**config.mk**
```make
export PLATFORM = sky130hd
export DESIGN_NAME = usvg_queue
export DESIGN_NICKNAME = d
export VERILOG_FILES = /design/src/hdl/usvg_pkg.sv /design/src/hdl/usvg_queue.sv
export SDC_FILE = /design/constraint.sdc
export NUM_CORES = 1
export LEC_CHECK = 0
export BUFFER_PORTS_ARGS = -buffer_cell sky130_fd_sc_hd__clkbuf_2
export CORE_MARGIN = 1
export CORE_UTILIZATION = 40
export DETAILED_ROUTE_END_ITERATION = 8
export SLEW_MARGIN = 20
export SYNTH_ARGS = -nofsm -noshare
export SYNTH_HDL_FRONTEND = slang
export SYNTH_SLANG_ARGS = --single-unit
```
**constraint.sdc**
```tcl
create_clock -name clk_i -period 3.3 [get_ports clk_i]
set_input_delay 0.33 -clock clk_i [delete_from_list [all_inputs] [get_ports clk_i]]
set_output_delay 0.33 -clock clk_i [all_outputs]
set_load 0.01 [all_outputs]
```
**src/hdl/usvg_pkg.sv**
```systemverilog
// usvg_pkg: shared types, register codes and cordic constants for the uv sphere vertex generator
// no dependencies
package usvg_pkg;

  localparam int CfgIdxW = 2;
  localparam logic [CfgIdxW-1:0] CFG_RADIUS  = 2'd0;
  localparam logic [CfgIdxW-1:0] CFG_RINGS   = 2'd1;
  localparam logic [CfgIdxW-1:0] CFG_SECTORS = 2'd2;

  localparam int QueueDepth = 4;
  localparam int QueuePtrW  = 2;

  localparam int CordicStages = 20;
  localparam logic signed [33:0] CORDIC_GAIN = 34'sd652032874;

  // atan(2^-i), 2^32 per full turn
  localparam logic signed [32:0] ATAN_TURNS [CordicStages] = '{
    33'sd536870912, 33'sd316933406, 33'sd167458907, 33'sd85004756, 33'sd42667331,
    33'sd21354465, 33'sd10680862, 33'sd5340245, 33'sd2670163, 33'sd1335087,
    33'sd667544, 33'sd333772, 33'sd166886, 33'sd83443, 33'sd41722,
    33'sd20861, 33'sd10430, 33'sd5215, 33'sd2608, 33'sd1304
  };

  typedef struct packed {
    logic [7:0]  ring;
    logic [7:0]  sect;
    logic [8:0]  den_pol;
    logic [8:0]  den_az;
    logic [15:0] radius;
    logic [15:0] idx_top;
    logic [16:0] idx_bot;
  } job_t;

  function automatic logic signed [15:0] clamp_q14(input logic signed [47:0] v);
    logic signed [15:0] r;
    if (v > 48'sd16384) r = 16'sd16384;
    else if (v < -48'sd16384) r = -16'sd16384;
    else r = 16'(v);
    return r;
  endfunction

endpackage

```
**src/hdl/usvg_queue.sv**
```systemverilog
// usvg_queue: short item queue between front and back
// depends on usvg_pkg
module usvg_queue import usvg_pkg::*; (
  input  logic clk_i,
  input  logic rst_ni,
  input  logic push_i,
  input  job_t data_i,
  output logic full_o,
  input  logic pop_i,
  output logic valid_o,
  output job_t data_o
);

  job_t                 mem_q [QueueDepth];
  logic [QueuePtrW-1:0] wr_q, rd_q;
  logic [QueuePtrW:0]   cnt_q;

  assign full_o  = (cnt_q == (QueuePtrW+1)'(QueueDepth));
  assign valid_o = (cnt_q != '0);
  assign data_o  = mem_q[rd_q];

  always_ff @(posedge clk_i) begin
    if (push_i) mem_q[wr_q] <= data_i;
  end

  always_ff @(posedge clk_i or negedge rst_ni) begin
    if (!rst_ni) begin
      wr_q  <= '0;
      rd_q  <= '0;
      cnt_q <= '0;
    end else begin
      if (push_i) wr_q <= wr_q + 1'b1;
      if (pop_i) rd_q <= rd_q + 1'b1;
      if (push_i && !pop_i) cnt_q <= cnt_q + 1'b1;
      else if (!push_i && pop_i) cnt_q <= cnt_q - 1'b1;
    end
  end

endmodule

```
### Word level (Yosys, flattened, before mapping)

Memories as Yosys holds them, arrays and structs flattened.
Cells that the tools add are included.

| storage, ports and cells | value |
|---|---|
| register bits | 7 |
| bits in latches | 0 |
| memory bits (writable) | 332 |
| memory bits (read-only) | 0 |
| input port bits | 87 |
| output and inout bits | 85 |
| word-level logic and storage cells | 19 |
| memories kept | 1 |

Memory list:

| name | depth | bits a word | read ports | clocked after Yosys merged registers in | wr ports | RTL line | source |
|---|---|---|---|---|---|---|---|
| mem_q | 4 | 83 | 1 | 0 | 1 | usvg_queue.sv:14 | `job_t mem_q [QueueDepth];` |

| cells by class | value |
|---|---|
| add/sub/neg operators | 4 |
| multipliers | 0 |
| div/mod/pow operators | 0 |
| magnitude comparators | 0 |
| equality and inequality tests | 1 |
| shifts and indexed selects | 0 |
| muxes and demuxes | 4 |
| bitwise gates (word level) | 0 |
| reduce and logical (&&, ||, !) cells | 6 |

Operators by type and width:

| cell | count |
|---|---|
| 3-bit 2-to-1 mux | 2 |
| 2-bit by 1-bit adder with 2-bit output (second input constant) | 2 |
| 3-bit by 1-bit adder with 3-bit output (second input constant) | 1 |
| 3-bit == test (second input constant) | 1 |
| 3-bit nonzero test | 1 |
| 3-bit by 1-bit subtractor with 3-bit output (second input constant) | 1 |
| 1-bit logical AND | 2 |
| 1-bit zero test | 2 |
| 1-bit 2-to-1 mux | 2 |
| 2-bit nonzero test | 1 |

### Longest topological paths before layout

| logic depth | value |
|---|---|
| depth in word-level cells | 4 |
| depth in mapped cells | 7 |
| gate-level depth less buffers | 7 |

### Worst setup path before layout

OpenSTA, ideal clock, no wires.

| timing path | value |
|---|---|
| path kind | reg-to-reg |
| start | reg wr_q[0] |
| end | mem mem_q[2][0] (netlist bit) (enable) |
| setup time | 451 ps |
| data arrival time | 2,546 ps |
| data required time | 2,849 ps |
| slack | 303 ps |
| stages on the path, launching flop included | 4 |
| path buffers | 0 |
| clock period less this slack | 2,997 ps |
| path through | dfrtp_1 inv_1 ha_1 and2_1 |

RTL lines:

| item | RTL line | source |
|---|---|---|
| start: declaration | usvg_queue.sv:15 | `logic [QueuePtrW-1:0] wr_q, rd_q;` |
| start signal: assignment | usvg_queue.sv:32 | `if (push_i) wr_q <= wr_q + 1'b1;` |
| end: declaration | usvg_queue.sv:14 |  |

Straight into the memory's write port.

==> reports/qor.yml <==
outcome:
  status: "finished, final reports clean"
drt:
  wl_met3_um: 1520
  vias_per_cell: 5.040
  detail_route.wl_per_cell_um: 20.41
  met2WireLength_um: 11490
  vias: 5479
  wl_met1_um: 8749
  postRouteAntennaNets: 0
  drt-pass1-iter-count: 4
  drtIter0Drc: 243
  drcViolationCount: 0
  routed_wl_um: 22190
  top_layer_used: "met4"
timing:
  drv_slew: 0
  final-hold-violation-count: 0
  period_share_pct: 80.54
  fin_skew_ps: 8.919
  tns_ps: 0
  rsz0062_at_grt: "no"
  hold_ws_ps: 43.95
  worst_pin_slew_ps: 672.4
  max_freq_ghz: 0.3763
  slew-limit-headroom_pct: 55.17
  period_minus_slack_ps: 2658
  setup_violations: 0
logic_synthesis:
  yosys.area.top_type: "edfxtp_1"
  netlist_area_sq_mm: 0.01243
  synth.area.top_cells: "edfxtp_1 (80%), mux4_2 (15%), dfrtp_1 (1.4%), buf_12 (0.97%), ha_1 (0.50%)"
  synth_cells: 468
  ys_ff_latch: 339
  yosysTopAreaCellShare_pct: 80.23
  syn_nets: 561
  synthMostInstantiatedCell: "edfxtp_1"
  synth_ff_type: "edfxtp_1"
  yosysSeqAreaShare_pct: 81.64
  synthArstFlopShare_pct: 2.065
  synth_edf_count: 332
  synth_cell_types: 20
  ys_top_cells_by_count: "edfxtp_1 (332), mux4_2 (83), buf_2 (7), dfrtp_1 (7), buf_12 (6)"
  synth_area_per_cell_sq_um: 26.55
  ys_warn_count: 0
placed_design:
  hpwl_um: 13230
  io_buffers: 171
  place.gp.congestion: 0.6868
  dp_cells: 1024
die:
  fp.dieW_um: 178.3
  core_sq_mm: 0.03059
  io_pins: 172
  dieArea_sq_mm: 0.03178
  die_h_um: 178.3
  start_util_pct: 40.62
  num_rows: 64
critical_path:
  crit_arrival_ps: 2330
  cp-start-kind: "register"
  cp.required_ps: 2970
  path_max_fanout: 34
  worst-setup-path-type: "register to output pin"
  cp-end-kind: "output pin"
  reg2reg_depth: 4
global_routing:
  grt_start_max_net_pins: 48
  grt_pass1_wl_um: 33710
  grt_util_all_layers_pct: 14.30
  grt-ovfl-total: 0
  grt_pass1_vias: 6072
  antenna_found_initial: 1
power_and_ir_drop:
  netSwitchingFraction_pct: 27.90
  p_leak_uw: 0.005096
  internal-power_uw: 9525
  ir_drop_mv: 0.5416
  pwr-share-comb_pct: 27.7
  pwr-share-seq_pct: 44.6
  p_per_area_mw_per_mm2: 890.2
  p_clk_share_pct: 27.6
  power_switching_uw: 3686
final_layout:
  layout-drive-gt1-share_pct: 46.09
  final_cells: 1087
  final-seq-area_sq_mm: 0.01015
  multiInputGateArea_sq_mm: 0.002081
  nets: 759
  area_growth_pct: 19.43
  fill_cells: 2511
clock_tree:
  cts_resized: 0
  cts_root_buffer: "clkbuf_16"
  holdBufCountCts: 1
  clk_path_buf_depth: 3
  tritoncts: "yes"
  post_cts_buffers: 0
  clk_latency_ps: 500
  cts_buffers: 35
  cts_num_sinks: 339
  clk_pin_slew_worst_paths_ps: 60
  h-tree-depth: 2
worst_hold_path:
  hold_depth: 1
  min_path_type: "input port to register"
flow_run:
  drv_cap: 0
[area by class of cell]
type	count	area share (%)
well taps	396	3.338
repair buffers	180	6.829
diodes	1	0.01686
inverters	4	0.1012
clock inverters	15	0.6238
multi-input cells	106	14.02
clock buffers	46	6.668
flip-flops and latches	339	68.40
[critical path: stages (launching register included)]
cell	delay, ps
dfrtp_4	710
buf_12	350
mux4_2	580
clkbuf_2	150
[sequential cells by signal (all words and copies together), names as in the netlist]
signal  count
cnt_q       3
wr_q        2
rd_q        2
mem_q     332
[stage by stage]
step,cell area [sq um],power (uW),worst slack (ps),utilization [%]
final,14840,13210,642.3,48.52
after global routing,14840,13900,486.2,48.51
after CTS,14840,13480,544.2,48.51
after detailed placement,13750,9789,1097,44.94
after global placement,13750,9696,1108,44.94
after floorplan,12430,8488,303.4,-
[cells in the final DEF (no fill, tap or decap), drive strengths merged]
cell and n:
xnor2 2, ha 5, nor3b 1, buf 8
o21ai 1, dlygate4sd3 1, bufinv 1, nor2 1
nand2 2, edfxtp 332, clkinv 14, and2 4
xor2 4, fa 1, diode 1, mux2 1
mux4 83, inv 4, dfrtp 7, clkbuf 217
or3 1
[final timing paths]
kind,start,end,slack [ps]
max,rd_q[0]$_DFFE_PN0P_,data_o[81],640
min,data_i[75],mem_q[2][75]$_DFFE_PP_,40
max reg2reg,wr_q[0]$_DFFE_PN0P_,mem_q[0][22]$_DFFE_PP_,1350
min reg2reg,cnt_q[2]$_DFFE_PN0P_,cnt_q[2]$_DFFE_PN0P_,500
max in group asynchronous,rst_ni,rd_q[0]$_DFFE_PN0P_,2890
min in group asynchronous,rst_ni,cnt_q[0]$_DFFE_PN0P_,210
[cells by family (layout without fill, tap and decap cells)]
| group | count (synthesis) | in the layout | synth area share, % |
|---|---|---|---|
| compound gates | 1 | 1 | 0.04024 |
| xor+xnor | 6 | 6 | 0.4229 |
| fa+ha+maj | 6 | 6 | 0.6645 |
| buf+inv | 23 | 245 | 1.702 |
| flops | 339 | 339 | 81.64 |
| mux | 84 | 84 | 15.13 |
| other cells | 0 | 1 | 0 |
| simple gates | 9 | 9 | 0.4028 |
[per-layer routing]
layer | track usage (%) | vias to the layer above
met1 | 17.05 | 2865
met4 | 4.555 | 0
met5 | 0 | -
met3 | 4.241 | 38
li1 | - | 2415
met2 | 24.85 | 161
[power groups by stage]
stage | Combinational, uW | Sequential [uW] | Clock [uW]
2_1_floorplan | 2590 | 5900 | 0
3_3_place_gp | 3740 | 5950 | 0
3_5_place_dp | 3780 | 6010 | 0
4_1_cts | 3800 | 5920 | 3760
5_1_grt | 3990 | 5980 | 3930
6_report | 3660 | 5900 | 3650
No activity file was read; power rests on OpenSTA's default activity.
