## config.mk

```make
export PLATFORM = sky130hd
export DESIGN_NAME = usvg_front
export DESIGN_NICKNAME = d
export VERILOG_FILES = /design/src/hdl/usvg_pkg.sv /design/src/hdl/usvg_front.sv
export SDC_FILE = /design/constraint.sdc
export NUM_CORES = 1
export LEC_CHECK = 0
export ABC_AREA = 1
export ABC_CLOCK_PERIOD_IN_PS = 8000
export BUFFER_PORTS_ARGS = -buffer_cell sky130_fd_sc_hd__buf_2
export CAP_MARGIN = 25
export CORE_ASPECT_RATIO = 1.25
export CORE_MARGIN = 4
export CORE_UTILIZATION = 45
export DETAILED_ROUTE_END_ITERATION = 16
export PLACE_DENSITY = 0.68
export SYNTH_ARGS = -nofsm -noshare
export SYNTH_HDL_FRONTEND = slang
export SYNTH_SLANG_ARGS = --single-unit
export TNS_END_PERCENT = 20
```

## constraint.sdc

```tcl
create_clock -name clk_i -period 8 [get_ports clk_i]
set_input_delay 1.6 -clock clk_i [delete_from_list [all_inputs] [get_ports clk_i]]
set_output_delay 1.6 -clock clk_i [all_outputs]
set_load 0.005 [all_outputs]
```

## src/hdl/usvg_pkg.sv

```systemverilog
// usvg_pkg: shared types, register codes and cordic constants for the uv sphere vertex generator
// no dependencies
package usvg_pkg;

  localparam int CfgIdxW = 2;
  localparam logic [CfgIdxW-1:0] CFG_RADIUS  = 2'd0;
  localparam logic [CfgIdxW-1:0] CFG_RINGS   = 2'd1;
  localparam logic [CfgIdxW-1:0] CFG_SECTORS = 2'd2;

  localparam int QueueDepth = 4;
  localparam int QueuePtrW  = 2;

  localparam int CordicStages = 20;
  localparam logic signed [33:0] CORDIC_GAIN = 34'sd652032874;

  // atan(2^-i), 2^32 per full turn
  localparam logic signed [32:0] ATAN_TURNS [CordicStages] = '{
    33'sd536870912, 33'sd316933406, 33'sd167458907, 33'sd85004756, 33'sd42667331,
    33'sd21354465, 33'sd10680862, 33'sd5340245, 33'sd2670163, 33'sd1335087,
    33'sd667544, 33'sd333772, 33'sd166886, 33'sd83443, 33'sd41722,
    33'sd20861, 33'sd10430, 33'sd5215, 33'sd2608, 33'sd1304
  };

  typedef struct packed {
    logic [7:0]  ring;
    logic [7:0]  sect;
    logic [8:0]  den_pol;
    logic [8:0]  den_az;
    logic [15:0] radius;
    logic [15:0] idx_top;
    logic [16:0] idx_bot;
  } job_t;

  function automatic logic signed [15:0] clamp_q14(input logic signed [47:0] v);
    logic signed [15:0] r;
    if (v > 48'sd16384) r = 16'sd16384;
    else if (v < -48'sd16384) r = -16'sd16384;
    else r = 16'(v);
    return r;
  endfunction

endpackage

```

## src/hdl/usvg_front.sv

```systemverilog
// usvg_front: configuration registers and item classification (counts, divisors, indices)
// depends on usvg_pkg
module usvg_front import usvg_pkg::*; #(
  parameter int MAX_DIVISIONS = 256
) (
  input  logic               clk_i,
  input  logic               rst_ni,
  input  logic               cfg_valid_i,
  input  logic [CfgIdxW-1:0] cfg_index_i,
  input  logic [15:0]        cfg_data_i,
  input  logic [7:0]         ring_index_i,
  input  logic [7:0]         sector_index_i,
  output job_t               job_o
);

  localparam int MaxC = (MAX_DIVISIONS > 511) ? 511 : MAX_DIVISIONS;

  logic [15:0] radius_q;
  logic [8:0]  rings_q, sects_q;
  logic [8:0]  rings_eff, sects_eff;
  logic [18:0] top_full;

  always_ff @(posedge clk_i or negedge rst_ni) begin
    if (!rst_ni) begin
      radius_q <= 16'd256;
      rings_q  <= 9'd24;
      sects_q  <= 9'd48;
    end else if (cfg_valid_i) begin
      unique case (cfg_index_i)
        CFG_RADIUS:  radius_q <= cfg_data_i;
        CFG_RINGS:   rings_q  <= cfg_data_i[8:0];
        CFG_SECTORS: sects_q  <= cfg_data_i[8:0];
        default: ;
      endcase
    end
  end

  // saturate counts to two .. max
  always_comb begin
    rings_eff = rings_q;
    if (rings_q < 9'd2) rings_eff = 9'd2;
    else if (rings_q > 9'(MaxC)) rings_eff = 9'(MaxC);
    sects_eff = sects_q;
    if (sects_q < 9'd2) sects_eff = 9'd2;
    else if (sects_q > 9'(MaxC)) sects_eff = 9'(MaxC);
  end

  assign top_full = 19'(ring_index_i) * 19'(sects_eff) + 19'(sector_index_i);

  always_comb begin
    job_o.ring    = ring_index_i;
    job_o.sect    = sector_index_i;
    job_o.den_pol = rings_eff - 9'd1;
    job_o.den_az  = sects_eff - 9'd1;
    job_o.radius  = radius_q;
    job_o.idx_top = top_full[15:0];
    job_o.idx_bot = 17'(top_full + 19'(sects_eff));
  end

endmodule

```

# Word-level counts from Yosys, hierarchy flattened
# Cells that the tools add are included.
totals:
  input_bits: 37
  output_inout_bits: 83
  elab_cells: 22
  register_bits: 34
op_classes:
  mux: 4
  n_eq_ne: 2
  n_addsub: 4
  n_reduce_logical: 4
  order_cmp: 4
  multipliers: 1
ops:
  columns: ["op", "n"]
  rows:
  - ["$mux 9", 4]
  - ["$gt 9x9->1 const B", 2]
  - ["$lt 9x2->1 const B", 2]
  - ["$sub 9x1->9 const B", 2]
  - ["$add 17x8->17", 1]
  - ["$add 17x9->17", 1]
  - ["$mul 8x9->17", 1]
  - ["$reduce_and 2->1", 3]
  - ["$eq 2x1->1 const B", 1]
  - ["$eq 2x2->1 const B", 1]
  - ["$logic_not 2->1", 1]

# Longest topological paths before layout
# Gate-level depths: netlist of the first run.
depth:
  ltp_word: 6
  mapped_depth: 33
  mapped_depth_nobuf: 33

# Least setup slack after synthesis of the first run
# Ideal clock, no wire load.
synth_path:
  path_kind: "input to output"
  start: "in ring_index_i[1]"
  end: "out job_o[13] in the netlist's numbering"
  n_path_buf: 1
  path_slack_ps: 490
  arrival_time_ps: 5910
  required_time_ps: 6400
  path_stages: 23
  path_cell_list: "clkbuf_2 > inv_1 > nor2_1 > fa_1 > fa_1 > inv_1 > fa_1 > fa_1 > inv_1 > ha_1 > nand2_1 > inv_1 > nand2_1 > nand2_1 > xor2_1 > ha_1 > nand2_1 > nor2_1 > nand3_1 > nand3_1 > nand3_4 > nor2_4 > xor2_1"
synth_lines:
  columns: ["element", "line_no", "source"]
  rows:
  - ["from (decl)", "usvg_front.sv:11", "input logic [7:0] ring_index_i,"]
  - ["to (decl)", "usvg_front.sv:13", "output job_t job_o"]

==> impl_metrics.py, run 1 <==
metrics = {
    "run_status": {
        "status": "finished, final reports clean",
    },
    "cts": {
        "cts-root-buf": "clkbuf_16",
        "clock_latency_ns": 0.27,
        "htreeDepth": 2,
        "clk_path_buf_depth": 2,
        "holdBufCountCts": 0,
        "cts_tree": "done",
        "cts-buffers-inserted": 5,
        "cts_sinks": 34,
        "clkTransAtPathRegs_ns": 0.05,
    },
    "setup_path": {
        "cp_slowest_cell": "fa_1",
        "crit_family": "adder cells",
        "required_ns": 6.40,
        "r2r_slack_ns": 7.02,
        "crit_buf_inv": 5,
        "critPathKind": "in -> out",
        "cp.arrival_ns": 6.11,
        "crit_fanout": 9,
        "cp_common_cell": "nand2_1",
        "crit_path_end_kind": "output port",
        "worst_setup_path_start_kind": "input port",
        "slowest_delay_ns": 0.54,
    },
    "timing": {
        "hold_violations": 0,
        "post-route-min-period_ns": 7.71,
        "slew_violations": 0,
        "fin_crit_sh_pct": 96.3,
        "fin_skew_ns": 0,
        "fmax_ghz": 0.130,
        "worst_pin_slew_ns": 0.742,
        "relSlewSlack_pct": 50.4,
        "finalSetupViolations": 0,
        "whs_ns": 0.484,
        "rsz0062_at_grt": "yes",
    },
    "power_and_ir_drop": {
        "ir_worst_vdd_v": 0.000326,
        "p_per_area_mw_per_mm2": 401,
        "leakage_nw": 3.70,
        "p_total_w": 0.00247,
    },
    "drt": {
        "drcViolationCount": 0,
        "post_drt_wl_per_cell_microns": 12.6,
        "vias": 4676,
        "drt_wl_total_mm": 12.4,
        "ant_nets": 0,
        "via_per_inst": 4.75,
        "drt_first_iter_violations": 132,
        "first_pass_iters": 4,
    },
    "yosys": {
        "synth.cells.most_frequent": "nand2_1, inv_1, nor2_1, fa_1, ha_1",
        "syn-num-nets": 874,
        "ys.flop_type": "dfrtp_1",
        "ys_ff_latch": 34,
        "synth-seq-area-share_pct": 16.2,
        "avgSynthCellArea_sq_um": 7.19,
        "synth_cell_types": 38,
        "yosysTopAreaCellShare_pct": 19.3,
        "synth-edff-count": 0,
        "syn_inst": 737,
        "yosysMostFrequentCell": "nand2_1",
        "ys_warn_count": 0,
        "syn_area_sq_mm": 0.00530,
        "synthTopCellsByArea": "fa_1, dfrtp_1, nand2_1",
        "synth_largest_area_cell": "fa_1",
        "ys_async_sr_fraction_pct": 100,
    },
    "final_layout": {
        "post-route-util_pct": 53.2,
        "nNetsFinal": 983,
        "layoutNonFillerInstCount": 985,
        "nFillCells": 1177,
        "area_growth_syn_to_layout_pct": 16.1,
        "layout-drive-gt1-share_pct": 23.5,
        "diodes": 0,
        "stdcell_area_sq_mm": 0.00615,
    },
    "global_route": {
        "grt_usage_pct": 19.2,
        "grt_max_degree": 35,
        "overflow": 0,
        "antenna_found_initial": 0,
        "grt_pass1_vias": 4769,
        "grt_pass1_wl_mm": 21.4,
    },
    "placement": {
        "numPortBuffers": 119,
        "place_area_sq_mm": 0.00595,
        "dpl.hpwl_mm": 10.9,
        "place.gp.congestion": 0.873,
        "placed_cells": 975,
    },
    "die": {
        "die_y_microns": 129,
        "die_w_microns": 105,
        "dieArea_sq_mm": 0.0136,
        "num_io_pins": 120,
        "core_area_sq_mm": 0.0116,
        "start_util_pct": 45.9,
        "fp-row-count": 44,
    },
    "run": {
        "cap_violations": 0,
    },
    "min_path": {
        "hp-class": "reg -> reg",
    },
}
sequential cells by signal, indices dropped and copies added (netlist names):
signal / cells
rings_q: 9
radius_q: 16
sects_q: 9
where the power goes:
part / internal (W) / switching, W
logic: 0.000877 / 0.00118
registers: 0.000204 / 0.0000246
clock network: 0.000123 / 0.0000655
total: 0.00120 / 0.00127
stage by stage:
stage | setup TNS, ns | worst slack (ns)
after floorplan | 0 | 0.490
after global placement | 0 | 0.171
after detailed placement | 0 | 0.0811
after CTS | 0 | 0.0747
after global routing | -0.0990 | -0.0481
final | 0 | 0.294
worst paths after layout:
| check | endpoint | depth (start not counted) | from |
|---|---|---|---|
| setup / recovery | job_o[14] | 25 | ring_index_i[1] |
| hold / removal | radius_q[2] | 2 | radius_q[2] |
| setup reg to reg | sects_q[8] | 3 | sects_q[8] |
| hold reg to reg | radius_q[2] | 2 | radius_q[2] |
| max in group asynchronous | radius_q[10] | 1 | rst_ni |
| min in group asynchronous | rings_q[5] | 1 | rst_ni |
logic make-up (layout without fill, tap and decap cells):
kind of cell | after synthesis | after routing | synth area share (%)
and+or+nand+nor | 319 | 319 | 26.5
buffers and inverters | 200 | 310 | 15.6
adders and majority gates | 100 | 100 | 30.8
AOI/OAI and AO/OA | 51 | 51 | 5.07
DFF | 34 | 34 | 16.2
xor gates and xnor gates | 26 | 26 | 4.30
muxes | 7 | 7 | 1.49
per-layer routing:
| layer | global-route usage (%) | up-vias | wire, microns |
|---|---|---|---|
| met2 | 36.7 | 123 | 6460 |
| met3 | 2.69 | 19 | 682 |
| met1 | 21.9 | 2124 | 5020 |
| li1 | - | 2410 | - |
| met5 | 0 | - | 0 |
| met4 | 6.64 | 0 | 280 |
final cells by class:
class	count	area (sq um)	area share [%]
Tap cell	138	173	2.81
Multi-Input combinational cell	503	3660	59.4
Clock buffer	7	143	2.32
Sequential cell	34	857	13.9
Inverter	174	653	10.6
Timing Repair Buffer	128	666	10.8
Clock inverter	1	5.00	0.0813
worst register-to-register path, cell delays in order (launching register included):
cell,delay [ns]
dfrtp_1,0.46
buf_4,0.22
nand2_1,0.07
o21ai_0,0.09
cells in the final DEF (no fill, tap or decap), drive strengths merged:
cell	instances
ha	49
nand4	8
buf	127
and2	2
dfstp	5
mux2	7
or2	2
nor2	70
a21o	1
nand2	200
a31oi	2
clkinv	1
nand3	30
clkbuf	8
xnor2	10
nand3b	3
o21a	1
o21ai	35
fa	51
nor3	4
a21oi	11
xor2	16
dfrtp	29
inv	174
a21boi	1
repair_timing:
item / in CTS / in global routing
resized for setup: 0 / 14
hold endpoints to repair: 0 / 0
buffers inserted: 0 / 2
endpoints found under the setup margin: 0 / 8
Note: power is estimated with default switching activity, not from simulation.
==> inputs of run 2 (changes only) <==
Settings changed: ABC_CLOCK_PERIOD_IN_PS 8000 to 9400, CAP_MARGIN 25 to 20.
Clock period 8 ns to 9.4 ns, I/O delays scaled along.
==> run 2 against run 1 <==
Effect of this change:
- setup slack better by 0.66 ns
- critical endpoint is now job_o[15]
- flip-flop and latch count is the same
- die area stayed put
- sequential share of layout area up 0.25 points
==> impl_metrics.py, run 2 (synthesized netlist as in run 1, its figures left out) <==
metrics = {
    "run_status": {
        "status": "finished, final reports clean",
    },
    "timing": {
        "fin_skew_ns": 0,
        "worst_slack_ns": 0.956,
        "worst_pin_slew_ns": 0.745,
        "slew_violations": 0,
        "post-route-min-period_ns": 8.44,
        "tns_ns": 0,
        "fmax_ghz": 0.118,
        "rsz0062_at_grt": "no",
        "relSlewSlack_pct": 50.2,
        "hold_violations": 0,
        "fin_crit_sh_pct": 89.8,
        "whs_ns": 0.489,
        "finalSetupViolations": 0,
    },
    "global_route": {
        "grt_max_degree": 35,
        "grt_pass1_vias": 4774,
        "antenna_found_initial": 0,
        "grt_pass1_wl_mm": 21.4,
        "grt_usage_pct": 19.1,
        "overflow": 0,
    },
    "drt": {
        "wl_met3_microns": 542,
        "drt_first_iter_violations": 142,
        "first_pass_iters": 4,
        "ant_nets": 0,
        "vias": 4656,
        "via_per_inst": 4.77,
        "wl_met1_mm": 5.22,
        "drcViolationCount": 0,
        "post_drt_wl_per_cell_microns": 12.7,
        "top_layer": "met4",
        "drt_wl_total_mm": 12.4,
        "wl_met2_mm": 6.25,
    },
    "setup_path": {
        "cp.arrival_ns": 6.56,
        "required_ns": 7.52,
        "cp_common_cell": "nand2_1",
        "slowest_delay_ns": 0.55,
        "cp_slowest_cell": "fa_1",
        "crit_family": "adder cells",
        "critPathKind": "in -> out",
        "crit_path_end_kind": "output port",
        "crit_fanout": 6,
        "worst_setup_path_start_kind": "input port",
        "crit_buf_inv": 6,
    },
    "final_layout": {
        "post-route-util_pct": 52.3,
        "largest_reg_flops": 16,
        "layout-drive-gt1-share_pct": 21.4,
        "regArea_sq_um": 857,
        "nNetsFinal": 974,
        "regMostFlops": "radius_q",
        "layoutNonFillerInstCount": 976,
        "final_common_cell": "nand2_1",
        "nFillCells": 1223,
        "multi_input_area_sq_mm": 0.00362,
        "biggestRegsByFlops": "radius_q: 16 flops, rings_q: 9 flops, sects_q: 9 flops",
        "diodes": 0,
        "area_growth_syn_to_layout_pct": 14.0,
        "most-common-layout-cells": "nand2_1, inv_1, buf_2",
    },
    "power_and_ir_drop": {
        "switching_share_pct": 51.8,
        "leakage_nw": 3.64,
        "p_per_area_mw_per_mm2": 333,
        "intPower_w": 0.000970,
        "p_clk_share_pct": 8.1,
        "combPwrFrac_pct": 82.2,
        "power.switching_w": 0.00104,
        "ir_worst_vdd_v": 0.000292,
        "power_frac_seq_pct": 9.7,
    },
    "cts": {
        "cts_tree": "done",
        "cts-buffers-inserted": 5,
        "clkTransAtPathRegs_ns": 0.05,
        "htreeDepth": 2,
        "holdBufCountCts": 0,
        "post_cts_buffers": 0,
        "clk_path_buf_depth": 2,
        "cts_resized": 0,
        "cts-root-buf": "clkbuf_16",
        "cts_sinks": 34,
        "clock_latency_ns": 0.27,
    },
    "die": {
        "fp-row-count": 44,
        "core_area_sq_mm": 0.0116,
        "start_util_pct": 45.9,
        "die_w_microns": 105,
        "die_y_microns": 129,
        "num_io_pins": 120,
        "dieArea_sq_mm": 0.0136,
    },
    "placement": {
        "pre_cts_slack_ns": 0.919,
        "dpl.hpwl_mm": 10.8,
        "numPortBuffers": 119,
        "place.gp.congestion": 0.880,
        "placed_cells": 968,
    },
    "min_path": {
        "hp-class": "reg -> reg",
    },
    "run": {
        "cap_violations": 0,
    },
}
run 2: cell count changes in the layout (fill, tap and decap cells not counted), sizes merged:
| cell | previous run | this run |
|---|---|---|
| clkbuf | 8 | 6 |
| buf | 127 | 119 |
| clkinvlp | 0 | 1 |
run 2: stage by stage:
step / power (W) / area (sq um)
2_1_floorplan: 0.00138 / 5300
3_3_place_gp: 0.00184 / 5890
3_5_place_dp: 0.00186 / 5890
4_1_cts: 0.00203 / 6050
5_1_grt: 0.00227 / 6050
6_report: 0.00201 / 6050
run 2: area by class of cell:
class / count / area share (%)
repair buffers: 119 / 9.85
clock buffers: 6 / 2.30
clock inverters: 2 / 0.207
flip-flops and latches: 34 / 14.2
well taps: 138 / 2.86
multi-input cells: 503 / 59.8
inverters: 174 / 10.8
run 2: worst min-delay path, cell delays in order, from the launching register on:
cell and delay [ns]:
dfrtp_1 0.34, nand2_1 0.05, o21ai_0 0.06
run 2: path summary, 6_finish.rpt:
kind | start | endpoint | slack [ns] | depth (start not counted)
worst max-delay path | ring_index_i[7] | job_o[15] | 0.96 | 26
worst min-delay path | radius_q[5] | radius_q[5] | 0.49 | 2
worst max register to register | sects_q[8] | sects_q[8] | 8.45 | 2
worst min register to register | radius_q[5] | radius_q[5] | 0.49 | 2
max in group asynchronous | rst_ni | sects_q[2] | 7.26 | 1
min in group asynchronous | rst_ni | rings_q[5] | 1.66 | 1
run 2: power groups by stage:
stage / combinational (W) / sequential, W / clock, W
3_5_place_dp: 0.00167 / 0.000198 / 0
5_1_grt: 0.00190 / 0.000200 / 0.000172
4_1_cts: 0.00167 / 0.000196 / 0.000166
2_1_floorplan: 0.00119 / 0.000193 / 0
6_report: 0.00165 / 0.000196 / 0.000163
3_3_place_gp: 0.00164 / 0.000198 / 0
run 2: layer usage:
layer	track usage (%)	vias to the layer above
li1	-	2392
met1	22.0	2121
met2	36.6	116
met3	1.99	27
met4	6.80	0
met5	0	-
==> inputs of run 3 (changes only) <==
Settings changed: ABC_CLOCK_PERIOD_IN_PS 9400 to 8300.
Clock period 9.4 ns to 8.3 ns, I/O delays scaled along.
==> run 3 against run 2 <==
Effect of this change:
- sequential power grew 14%
- clock power grew 48%
- clock-buffer cell count shrank 1
- global-route usage shrank 0.12 points
- critical path type unchanged
- largest cell class unchanged
- largest power group unchanged
- highest routed layer unchanged
==> impl_metrics.py, run 3 (synthesized netlist as in run 1, its figures left out) <==
metrics = {
    "power_and_ir_drop": {
        "leakage_nw": 3.67,
        "p_total_w": 0.00234,
        "ir_worst_vdd_v": 0.000288,
        "p_per_area_mw_per_mm2": 383,
    },
    "setup_path": {
        "crit_buf_inv": 5,
        "worst_setup_path_start_kind": "input port",
        "crit_path_end_kind": "output port",
        "r2r_slack_ns": 7.33,
        "critPathKind": "in -> out",
        "crit_chain": "buf_2 > inv_1 > nor2_1 > fa_1 > fa_1 > inv_1 > fa_1 > fa_1 > inv_1 > ha_1 > nand2_1 > nand3_1 > xor2_1 > ha_1 > nand2_1 > nor2_1 > nand2_1 > nand2_1 > nand4_1 > a21oi_1 > nand2_1 > nand2_1 > nand2_1 > buf_2",
        "cp_slowest_cell": "fa_1",
        "cp_common_cell": "nand2_1",
        "cp.arrival_ns": 6.29,
        "crit_fanout": 9,
        "required_ns": 6.64,
        "r2r_start": "sects_q[8]",
        "timing.rr.end": "sects_q[8]",
        "crit_family": "adder cells",
        "rr_worst_depth": 2,
        "slowest_delay_ns": 0.54,
    },
    "timing": {
        "whs_ns": 0.481,
        "fin_skew_ns": 0,
        "finalSetupViolations": 0,
        "rsz0062_at_grt": "yes",
        "post-route-min-period_ns": 7.95,
        "fmax_ghz": 0.126,
        "worst_pin_slew_ns": 0.763,
        "hold_violations": 0,
        "relSlewSlack_pct": 49.0,
        "slew_violations": 0,
        "fin_crit_sh_pct": 95.8,
    },
    "final_layout": {
        "regMostFlops": "radius_q",
        "diodes": 0,
        "nNetsFinal": 975,
        "area_growth_syn_to_layout_pct": 15.1,
        "largest_reg_flops": 16,
        "layout-drive-gt1-share_pct": 21.7,
        "regArea_sq_um": 857,
        "biggestRegsByFlops": "radius_q: 16 flops, rings_q: 9 flops, sects_q: 9 flops",
        "multi_input_area_sq_mm": 0.00362,
        "nFillCells": 1176,
        "most-common-layout-cells": "nand2_1, inv_1, buf_2",
        "final_common_cell": "nand2_1",
    },
    "drt": {
        "wl_met3_microns": 508,
        "drcViolationCount": 0,
        "via_per_inst": 4.71,
        "drt_first_iter_violations": 147,
        "top_layer": "met4",
        "wl_met1_mm": 5.20,
        "drt_wl_total_mm": 12.2,
        "ant_nets": 0,
        "post_drt_wl_per_cell_microns": 12.5,
        "first_pass_iters": 4,
        "wl_met2_mm": 6.14,
        "vias": 4600,
    },
    "placement": {
        "place.gp.congestion": 0.861,
        "dpl.hpwl_mm": 10.7,
        "numPortBuffers": 119,
    },
    "cts": {
        "clk_path_buf_depth": 2,
        "post_cts_buffers": 0,
        "cts-buffers-inserted": 5,
        "cts_tree": "done",
        "holdBufCountCts": 0,
        "cts_sinks": 34,
        "cts-root-buf": "clkbuf_16",
        "htreeDepth": 2,
        "clock_latency_ns": 0.28,
        "clkTransAtPathRegs_ns": 0.05,
    },
    "die": {
        "num_io_pins": 120,
        "die_w_microns": 105,
        "dieArea_sq_mm": 0.0136,
        "start_util_pct": 45.9,
        "fp-row-count": 44,
        "core_area_sq_mm": 0.0116,
        "die_y_microns": 129,
    },
    "run": {
        "cap_violations": 0,
    },
    "global_route": {
        "grt_usage_pct": 19.0,
        "grt_pass1_vias": 4742,
        "overflow": 0,
        "grt_pass1_wl_mm": 21.3,
        "antenna_found_initial": 0,
        "grt_max_degree": 35,
    },
    "min_path": {
        "whs_path_depth": 2,
        "hold-path-endpoint": "radius_q[2]",
        "hp-class": "reg -> reg",
        "hold_start": "radius_q[2]",
    },
    "run_status": {
        "status": "finished, final reports clean",
    },
}
## run 3: power breakdown
group          switching (W)  internal [W]  total (W)
registers          0.0000261      0.000196   0.000223
clock network      0.0000689      0.000172   0.000241
logic                0.00109      0.000786    0.00187
total                0.00118       0.00115    0.00234
## run 3: per-stage QoR
step	worst slack, ns	instances	TNS (ns)	util [%]	cell area [sq um]
final	0.352	977	0	52.8	6100
after floorplan	0.670	737	0	-	5300
after global routing	-0.0254	977	-0.0436	52.8	6100
after global placement	0.383	969	0	51.0	5900
after detailed placement	0.308	969	0	51.0	5900
after CTS	0.303	977	0	52.7	6100
## run 3: worst max-delay path by stage
stage	start	end	slack (ns)	cells past startpoint
final	ring_index_i[1]	job_o[16]	0.35	24
after global routing	ring_index_i[1]	job_o[16]	-0.03	24
after CTS	ring_index_i[7]	job_o[15]	0.30	26
after detailed placement	ring_index_i[7]	job_o[15]	0.31	26
after global placement	ring_index_i[7]	job_o[15]	0.38	26
after floorplan	ring_index_i[1]	job_o[13]	0.67	23
## run 3: cell type report
class,count,share of cell area [%]
Sequential cell,34,14.0
Timing Repair Buffer,120,9.89
Clock buffer,5,2.05
Clock inverter,3,1.13
Multi-Input combinational cell,503,59.4
Inverter,174,10.7
Tap cell,138,2.83
## run 3: worst min-delay path: cells and delay by family (launching register included)
kind            cells  cell delay [ns]
compound gates      1             0.06
simple gates        1             0.05
flops               1             0.33
## run 3: routing by layer
metal  vias to the layer above  GRT usage [%]
met4                         0           6.33
met3                        25           1.89
met2                       109           36.1
li1                       2389              -
met5                         -              0
met1                      2077           22.3
## run 3: timing repair
| item | CTS | global route |
|---|---|---|
| gates resized for setup | 0 | 2 |
| endpoints found under the setup margin | 0 | 3 |
| endpoints found under the hold margin | 0 | 0 |
